**src/deq_pkg.sv**
```systemverilog
// ============================================================================
// deq_pkg
// Shared types and constants for the double-ended queue: operation codes,
// status codes and fixed field widths.
// ============================================================================
`default_nettype none

package deq_pkg;

   // fixed field widths
   localparam int WORD_W   = 64;
   localparam int FUNC_W   = 3;
   localparam int STATUS_W = 2;

   // operation codes; 6 and 7 behave as a query
   typedef enum logic [FUNC_W-1:0] {
      FUNC_PUSH_BACK  = 3'd0,
      FUNC_PUSH_FRONT = 3'd1,
      FUNC_POP_FRONT  = 3'd2,
      FUNC_POP_BACK   = 3'd3,
      FUNC_REVERSE    = 3'd4,
      FUNC_QUERY      = 3'd5
   } func_type;

   // result status codes
   typedef enum logic [STATUS_W-1:0] {
      STATUS_OK    = 2'd0,
      STATUS_EMPTY = 2'd1,
      STATUS_FULL  = 2'd2
   } status_type;

endpackage : deq_pkg

`default_nettype wire

```
**src/double_ended_queue.sv**
```systemverilog
// ============================================================================
// double_ended_queue
// Bounded deque of 64-bit words in a ring store with one write and one read
// port. Front and back words are kept in registers; a pop fetches the new end
// word from the ring, and reversal flips a direction bit.
// ============================================================================
// Timing: a request passes an input register, then an execute stage that
//   updates state and ring and registers the result strobe.
// Throughput: one request per cycle, busy stays low; set by the single ring
//   read port, whose registered data is forwarded to the next request.
// The receiver cannot stall; each result is shown for exactly one cycle.
// Reset clears head, count, direction and strobes; ring words are not cleared.
`default_nettype none

module double_ended_queue
   import deq_pkg::*;
#(
   parameter int DEPTH = 16
) (
   input  wire                          clock,
   input  wire                          reset,
   input  wire                          start,
   output logic                         busy,
   input  wire  [FUNC_W-1:0]            req_func,
   input  wire  [WORD_W-1:0]            req_value,
   output logic                         rsp_valid,
   output logic [STATUS_W-1:0]          rsp_status,
   output logic [WORD_W-1:0]            rsp_front_value,
   output logic [WORD_W-1:0]            rsp_back_value,
   output logic [$clog2(DEPTH+1)-1:0]   rsp_count,
   output logic                         rsp_is_empty
);

   localparam int IDX_W = $clog2(DEPTH);
   localparam int CNT_W = $clog2(DEPTH + 1);
   localparam int SUM_W = IDX_W + 2;

   // ring index helpers
   function automatic logic [IDX_W-1:0] ring_next(input logic [IDX_W-1:0] i);
      return (i == IDX_W'(DEPTH - 1)) ? '0 : IDX_W'(i + 1'b1);
   endfunction

   function automatic logic [IDX_W-1:0] ring_prev(input logic [IDX_W-1:0] i);
      return (i == '0) ? IDX_W'(DEPTH - 1) : IDX_W'(i - 1'b1);
   endfunction

   function automatic logic [IDX_W-1:0] ring_wrap(input logic [SUM_W-1:0] x);
      logic [SUM_W-1:0] r;
      r = (x >= SUM_W'(DEPTH)) ? SUM_W'(x - SUM_W'(DEPTH)) : x;
      return r[IDX_W-1:0];
   endfunction

   // input register
   logic                 req_valid_ff;
   func_type             func_ff;
   logic [WORD_W-1:0]    value_ff;

   // deque state
   logic [IDX_W-1:0]     head_ff,     head_in;
   logic [CNT_W-1:0]     count_ff,    count_in;
   logic                 rev_ff,      rev_in;
   logic [WORD_W-1:0]    first_ff,    first_in;
   logic [WORD_W-1:0]    last_ff,     last_in;
   logic                 first_rd_ff, first_rd_in;
   logic                 last_rd_ff,  last_rd_in;

   // ring store and its read register
   logic [WORD_W-1:0]    ring_mem [DEPTH];
   logic [WORD_W-1:0]    rd_data_ff;
   logic                 wr_en;
   logic [IDX_W-1:0]     wr_addr;
   logic                 rd_en;
   logic [IDX_W-1:0]     rd_addr;

   // result register
   logic                 rsp_valid_ff;
   status_type           status_ff, status_in;

   // execute-stage views
   logic                 is_empty;
   logic                 is_full;
   logic [WORD_W-1:0]    first_cur;
   logic [WORD_W-1:0]    last_cur;
   logic [SUM_W-1:0]     end_sum;
   logic [IDX_W-1:0]     tail_idx;

   // every request is taken the cycle it is offered
   assign busy = 1'b0;

   // capture request
   always_ff @(posedge clock) begin
      if (reset) begin
         req_valid_ff <= 1'b0;
      end else begin
         req_valid_ff <= start & ~busy;
      end
      func_ff  <= func_type'(req_func);
      value_ff <= req_value;
   end

   // end words, with forwarding of the last ring read
   assign first_cur = first_rd_ff ? rd_data_ff : first_ff;
   assign last_cur  = last_rd_ff  ? rd_data_ff : last_ff;
   assign is_empty  = (count_ff == '0);
   assign is_full   = (count_ff == CNT_W'(DEPTH));
   assign end_sum   = SUM_W'(head_ff) + SUM_W'(count_ff);
   assign tail_idx  = ring_wrap(SUM_W'(end_sum - SUM_W'(1)));

   // operation decode and next state
   always_comb begin
      head_in     = head_ff;
      count_in    = count_ff;
      rev_in      = rev_ff;
      first_in    = first_cur;
      last_in     = last_cur;
      first_rd_in = 1'b0;
      last_rd_in  = 1'b0;
      status_in   = STATUS_OK;
      wr_en       = 1'b0;
      wr_addr     = ring_wrap(end_sum);
      rd_en       = 1'b0;
      rd_addr     = ring_next(head_ff);
      case (func_ff)
         FUNC_PUSH_BACK, FUNC_PUSH_FRONT: begin
            if (is_full) begin
               status_in = STATUS_FULL;
            end else begin
               wr_en    = 1'b1;
               count_in = CNT_W'(count_ff + 1'b1);
               if ((func_ff == FUNC_PUSH_FRONT) ^ rev_ff) begin
                  head_in  = ring_prev(head_ff);
                  wr_addr  = ring_prev(head_ff);
                  first_in = value_ff;
                  if (is_empty) last_in = value_ff;
               end else begin
                  last_in = value_ff;
                  if (is_empty) first_in = value_ff;
               end
            end
         end
         FUNC_POP_FRONT, FUNC_POP_BACK: begin
            if (is_empty) begin
               status_in = STATUS_EMPTY;
            end else begin
               rd_en    = 1'b1;
               count_in = CNT_W'(count_ff - 1'b1);
               if ((func_ff == FUNC_POP_FRONT) ^ rev_ff) begin
                  head_in     = ring_next(head_ff);
                  first_rd_in = 1'b1;
               end else begin
                  rd_addr    = ring_prev(tail_idx);
                  last_rd_in = 1'b1;
               end
            end
         end
         FUNC_REVERSE: begin
            if (is_empty) status_in = STATUS_EMPTY;
            else          rev_in    = ~rev_ff;
         end
         default: begin
         end
      endcase
   end

   // state update
   always_ff @(posedge clock) begin
      if (reset) begin
         head_ff      <= '0;
         count_ff     <= '0;
         rev_ff       <= 1'b0;
         first_rd_ff  <= 1'b0;
         last_rd_ff   <= 1'b0;
         rsp_valid_ff <= 1'b0;
      end else begin
         rsp_valid_ff <= req_valid_ff;
         if (req_valid_ff) begin
            head_ff     <= head_in;
            count_ff    <= count_in;
            rev_ff      <= rev_in;
            first_rd_ff <= first_rd_in;
            last_rd_ff  <= last_rd_in;
         end
      end
      if (req_valid_ff) begin
         first_ff  <= first_in;
         last_ff   <= last_in;
         status_ff <= status_in;
      end
   end

   // ring store: one write, one registered read
   always_ff @(posedge clock) begin
      if (req_valid_ff && wr_en) ring_mem[wr_addr] <= value_ff;
      if (req_valid_ff && rd_en) rd_data_ff <= ring_mem[rd_addr];
   end

   // result ports
   assign rsp_valid       = rsp_valid_ff;
   assign rsp_status      = status_ff;
   assign rsp_front_value = is_empty ? '0 : (rev_ff ? last_cur : first_cur);
   assign rsp_back_value  = is_empty ? '0 : (rev_ff ? first_cur : last_cur);
   assign rsp_count       = count_ff;
   assign rsp_is_empty    = is_empty;

   // checks
   a_count_bound: assert property (@(posedge clock) disable iff (reset)
      count_ff <= CNT_W'(DEPTH))
      else $error("entry count above depth");

   a_refused_no_change: assert property (@(posedge clock) disable iff (reset)
      (req_valid_ff && status_in != STATUS_OK) |=>
         ($stable(count_ff) && $stable(head_ff) && $stable(rev_ff)))
      else $error("refused request changed state");

   a_full_status: assert property (@(posedge clock) disable iff (reset)
      (rsp_valid_ff && status_ff == STATUS_FULL) |-> (count_ff == CNT_W'(DEPTH)))
      else $error("full status while not full");

   a_pop_count: assert property (@(posedge clock) disable iff (reset)
      (req_valid_ff && rd_en) |=> (count_ff == CNT_W'($past(count_ff) - 1'b1)))
      else $error("pop did not decrement count");

endmodule : double_ended_queue

`default_nettype wire

```
**config.mk**
```make
export PLATFORM = sky130hd
export DESIGN_NAME = double_ended_queue
export DESIGN_NICKNAME = d
export VERILOG_FILES = /design/src/deq_pkg.sv /design/src/double_ended_queue.sv
export SDC_FILE = /design/constraint.sdc
export NUM_CORES = 1
export LEC_CHECK = 0
export BUFFER_PORTS_ARGS = -buffer_cell sky130_fd_sc_hd__buf_2
export CAP_MARGIN = 20
export CORE_AREA = 2 2 372 374
export CTS_BUF_LIST = sky130_fd_sc_hd__clkbuf_4 sky130_fd_sc_hd__clkbuf_8
export CTS_CLUSTER_DIAMETER = 80
export DETAILED_ROUTE_END_ITERATION = 10
export DIE_AREA = 0 0 374 376
export HOLD_SLACK_MARGIN = 0.08
export MAX_ROUTING_LAYER = met4
export PLACE_DENSITY = 0.63
export SETUP_SLACK_MARGIN = 0.5
export SLEW_MARGIN = 20
export SYNTH_ARGS = -nofsm -noshare
export SYNTH_HDL_FRONTEND = slang
export SYNTH_SLANG_ARGS = --single-unit
```
**constraint.sdc**
```tcl
create_clock -name clock -period 14.12 [get_ports clock]
set_input_delay 0.706 -clock clock [delete_from_list [all_inputs] [get_ports clock]]
set_output_delay 0.706 -clock clock [all_outputs]
set_load 0.03 [all_outputs]
```
Word-level counts from Yosys, hierarchy flattened
Memories as Yosys holds them, arrays and structs flattened. A register that Yosys moved wholly into a read port is not among the register bits. Index checks and enable logic that the tools add are counted.

Output and inout bits: 138. Memories: 1. Memory bits (read-only): 0. Bits in latches: 0. Memory bits (writable): 1024. Flip-flop bits (word level): 211.

Memories: ring_mem (words 16, bits a word 64, rd ports 1, clocked after memory_dff 1, write ports 1, line double_ended_queue.sv:68) `logic [WORD_W-1:0] ring_mem [DEPTH];`.

Magnitude comparators: 2. Equal/unequal tests: 10. Bitwise gates (word level): 4. Add/subtract/negate cells: 9. Div/mod/pow operators: 0. Reduce and logical (&&, ||, !) cells: 13. Shifts and indexed selects: 0. Multiply operators: 0. Mux-type cells: 48.

Operators by type and width (count): $mux 64 (14); $mux 4 (15); $sub 4x1->4 const B (4); $mux 1 (13); $ge 6x5->1 const B (2); $mux 5 (2); $pmux 5 s2 (1); $logic_not 4->1 (2); $ne 2x2->1 const B (4); $pmux 4 s2 (1); $add 4x5->6 (1); $eq 3x2->1 const B (2); $reduce_and 6->1 (1); $sub 6x1->6 const B (1); $add 5x1->5 const B (1); $eq 5x5->1 const B (1); $logic_not 5->1 (1); $sub 5x1->5 const B (1); $add 4x1->4 const B (1); $eq 4x4->1 const B (1); $pmux 2 s2 (1); $reduce_and 4->1 (1); $reduce_or 2->1 (2); $eq 3x1->1 const B (1); 9 further kinds (12).

Longest topological paths before layout
Word-level depth: 9. Depth in mapped cells: 14. Depth with buffers taken out: 11.

Least setup slack after synthesis
Ideal clock, no wire load.

Path kind: register to register. Start: register req_valid_ff. End: register first_rd_ff. Setup time: 0.065 ns. Data arrival time: 8.767 ns. Buffers on the path: 0. Stages on the path, launching flop included: 6. Path slack: 5.287 ns. Path through: dfxtp_1 > inv_1 > nor3_1 > nor2b_1 > a21oi_1 > nor2_1.

RTL lines: start, declared (line double_ended_queue.sv:54) `logic req_valid_ff;`; start signal, assigned (line double_ended_queue.sv:95) `req_valid_ff <= start & ~busy;`; end signal, assigned (line double_ended_queue.sv:180) `first_rd_ff <= first_rd_in;`; end, declared (line double_ended_queue.sv:64) `logic first_rd_ff, first_rd_in;`.

Worst setup path after layout
Start: register count_ff[0] (netlist: rsp_count[0]). End: register rd_data_ff[21], read port of ring_mem (data pin).

Cells in the longest elaborated chain, start to end: 9.

Ends and longest elaborated chain: start, declared (line double_ended_queue.sv:60) `logic [CNT_W-1:0] count_ff, count_in;`; start signal, assigned (line double_ended_queue.sv:178) `count_ff <= count_in;`; $add 4x5->6 (line double_ended_queue.sv:106) `assign end_sum = SUM_W'(head_ff) + SUM_W'(count_ff);`; $sub 6x1->6 (line double_ended_queue.sv:107) `assign tail_idx = ring_wrap(SUM_W'(end_sum - SUM_W'(1)));`; $ge 6x5->1 or $sub 4x1->4 (tied branches) (line double_ended_queue.sv:49) `r = (x >= SUM_W'(DEPTH)) ? SUM_W'(x - SUM_W'(DEPTH)) : x;`; $mux 4 (line double_ended_queue.sv:49); $sub 4x1->4 or $logic_not 4->1 (tied branches) (line double_ended_queue.sv:44) `return (i == '0) ? IDX_W'(DEPTH - 1) : IDX_W'(i - 1'b1);`; $mux 4 (line double_ended_queue.sv:44); $mux 4 (line double_ended_queue.sv:147) `if ((func_ff == FUNC_POP_FRONT) ^ rev_ff) begin`; $mux 4 (line double_ended_queue.sv:142) `if (is_empty) begin`; $mux 4 (line double_ended_queue.sv:123) `case (func_ff)`; end, declared (line double_ended_queue.sv:69) `logic [WORD_W-1:0] rd_data_ff;`.

Parallel ways exist; a longest one is shown, timed or not. A chain may end at the register's enable or synchronous reset.

==> run summary <==
status - completed
Vias per Instance - 5.33
Post-CTS Hold Fix Bufs - 70
final wirelength - 131000 um
Worst path slowest cell - buf_4
setup bufs post-CTS - 0
sequential share of the synthesized area - 72.1%
Seq pwr share - 52.2%
switching power - 2.04 mW
P&R area growth vs syn - 14.5%
Vias - 32500
CP max FO - 217
Root Buffer Master - clkbuf_8
reg-to-reg setup timing slack - 8050 ps
min-delay src - req_value[21]
layout cell share with drive strength beyond 1 - 14.7%
Die H - 376 um
max-cap violations - 0
GRT Util Overall - 18.8%
final hold vios - 0
Rows - 136
Clock transition at path regs - 60 ps
FMAX - 0.165 GHz
Starting DRT DRC Count - 2804
Slew Limit Fails - 0
worst-skew pair later-pin latency - 920 ps
starting density of the core - 38.8%
WP data required - 14860 ps
post-detailed-route wirelength per cell - 21.5 um
NumNets Final - 4205
Sw Share - 24.6%
die span in x - 374 um
HP Class - in2reg
RSZ-0062 raised after global routing - no
Yosys Warn Count - 0
Port-buffer cells - 206
largest net degree at the start of global routing - 218
cell leakage power - 20.7 nW
CP arrival - 6810 ps
most frequent cells in the layout - 1218 x edfxtp_1, 788 x nand2_1, 392 x a21oi_1
Placed Cells - 5633
PwrDens - 137 nW/um2
Met2 Wirelength - 61800 um
1st-pass router iterations - 5
post-CTS sizing - 0
Finished Core Util - 44.4%
die area - 141000 um2
metal3 WL - 8380 um
Post-Syn Instances - 3859
top layer in use - met4
post-layout minimum cycle time - 6070 ps
final clock skew - 46.2 ps
Post-Layout Cell Count - 6099
crit path from - rsp_count[0]
H-tree depth - 4
Slew headroom - 20.1%
syn nets - 3942
clk sinks - 1299
Final GP Congestion - 0.764
Crit Path Class - reg2reg
met1 WL - 58500 um
CTS tree - yes
startpoint types - flop
TritonCTS buffer count - 211
combinational fraction of design power - 8.3%
Post-Synthesis Cell Area - 53000 um2
worst r2r src - rsp_count[0]
DR DRC count - 0
crit path cell chain - ha_1 -> fa_1 -> inv_1 -> ha_1 -> xnor2_1 -> o2111ai_1 -> o21a_4 -> buf_12 -> buf_4 -> buf_4 -> a21oi_1 -> a32oi_1 -> mux2i_1 -> mux2i_1
DP HPWL - 68400 um
clk buf depth - 3
final number of setup-violating endpoints - 0
Mapped Avg Cell Area - 13.7 um2
Ports - 208
Core Area - 137000 um2
antenna violations before repair - 9
Critical Path End Type - flop
most common cell after layout, fill and taps aside - edfxtp_1
worst vdd ir - 0.0000845 V
vias in the first global route - 31500
Fillers - 12300
crit-path max cell delay - 880 ps
first-pass GRT wire length - 195000 um
Tightest Pin Transition - 1200 ps
number of nets with antenna violations after routing - 0
FF+latch count, synth - 1299
part of the cycle the worst path needs - 43.0%
Clk pwr share - 39.4%
Overflow after GRT - 0
setup TNS - 0 ps
P_int - 6.26 mW
post-synth cell types - 41
-- state kept, by name, indices dropped and copies added (netlist names) --
signal        flops
ring_mem       1024
first_ff         64
last_ff          64
rd_data_ff       64
value_ff         64
rsp_count         5
head_ff           4
func_ff           3
rsp_status        2
first_rd_ff       1
last_rd_ff        1
req_valid_ff      1
rev_ff            1
rsp_valid         1
-- per-layer routing --
layer	up-vias	global-route usage, %
li1	15100	-
met1	16100	24.8
met2	1073	29.6
met3	200	3.76
met4	0	5.26
met5	-	-
-- cell usage after synthesis (all sizes together) --
| cell type | instances | area share (%) |
|---|---|---|
| fa | 2 | 0.076 |
| nor3 | 3 | 0.028 |
| nor3b | 1 | 0.014 |
| inv | 8 | 0.057 |
| o21a | 2 | 0.028 |
| buf | 160 | 1.5 |
| a31oi | 2 | 0.024 |
| xnor2 | 13 | 0.21 |
| or2 | 1 | 0.012 |
| o211a | 1 | 0.019 |
| xor2 | 8 | 0.13 |
| nor2 | 163 | 1.2 |
| a21oi | 392 | 3.7 |
| edfxtp | 1218 | 69 |
| o22ai | 2 | 0.024 |
| nor4 | 1 | 0.012 |
| clkbuf | 124 | 0.88 |
| conb | 1 | 0.0071 |
| nand4 | 1 | 0.012 |
| nand2 | 789 | 5.6 |
| nand2b | 7 | 0.083 |
| a22oi | 1 | 0.014 |
| a211oi | 133 | 1.9 |
| o21ai | 10 | 0.12 |
| nor2b | 132 | 1.6 |
| a21boi | 1 | 0.014 |
| xnor3 | 1 | 0.042 |
| or4 | 1 | 0.021 |
| dfxtp | 81 | 3.1 |
| mux2 | 1 | 0.021 |
| a32oi | 256 | 4.2 |
| ha | 11 | 0.26 |
| mux2i | 326 | 6.2 |
| a21o | 3 | 0.042 |
| o2111ai | 1 | 0.017 |
| o31ai | 2 | 0.028 |
-- path summary, 6_finish.rpt --
check / cells past startpoint / endpoint
max: 14 / rd_data_ff[21]
min: 2 / value_ff[21]
max reg2reg: 14 / rd_data_ff[21]
min reg2reg: 2 / rsp_count[3]
-- layout make-up --
| class | instances | area, um2 | area share, % |
|---|---|---|---|
| inverter | 8 | 32.5 | 0.0536 |
| antenna | 7 | 17.5 | 0.0289 |
| timing repair buffer | 334 | 2220 | 3.66 |
| clock inverter | 104 | 791 | 1.30 |
| tap | 1794 | 2240 | 3.70 |
| multi-input combinational | 2268 | 13700 | 22.6 |
| sequential | 1299 | 38200 | 62.9 |
| clock buffer | 285 | 3470 | 5.72 |
-- worst max-delay path, delay by kind of cell (launching register included) --
| family | cells | cell delay (ps) |
|---|---|---|
| buf+inv | 4 | 2460 |
| compound gates | 4 | 1210 |
| fa+ha+maj | 3 | 930 |
| flops | 1 | 490 |
| mux | 2 | 260 |
| xor+xnor | 1 | 130 |
-- cells by family after synthesis --
| group | synth area share (%) |
|---|---|
| compound gates | 10.1 |
| xor+xnor | 0.389 |
| other cells | 0.00707 |
| mux | 6.20 |
| flops | 72.1 |
| simple gates | 8.48 |
| buf+inv | 2.40 |
| fa+ha+maj | 0.335 |
-- metrics by stage --
step | worst slack (ps) | total power [mW] | instance area (um2) | hold WS (ps)
after floorplan | 5290 | 4.89 | 53000 | 554
after global placement | 8350 | 5.08 | 55700 | 565
after detailed placement | 8140 | 5.09 | 55700 | 569
after CTS | 8120 | 8.38 | 60700 | 317
after global routing | 7700 | 8.62 | 60700 | 351
final | 8050 | 8.30 | 60700 | 415
-- power by group through the flow --
stage,clock [mW],combinational (mW),sequential (mW)
after floorplan,0,0.504,4.39
after global placement,0,0.666,4.41
after detailed placement,0,0.680,4.41
after CTS,3.35,0.697,4.33
after global routing,3.52,0.764,4.34
final,3.27,0.693,4.33
No activity file was read; power rests on OpenSTA's default activity.
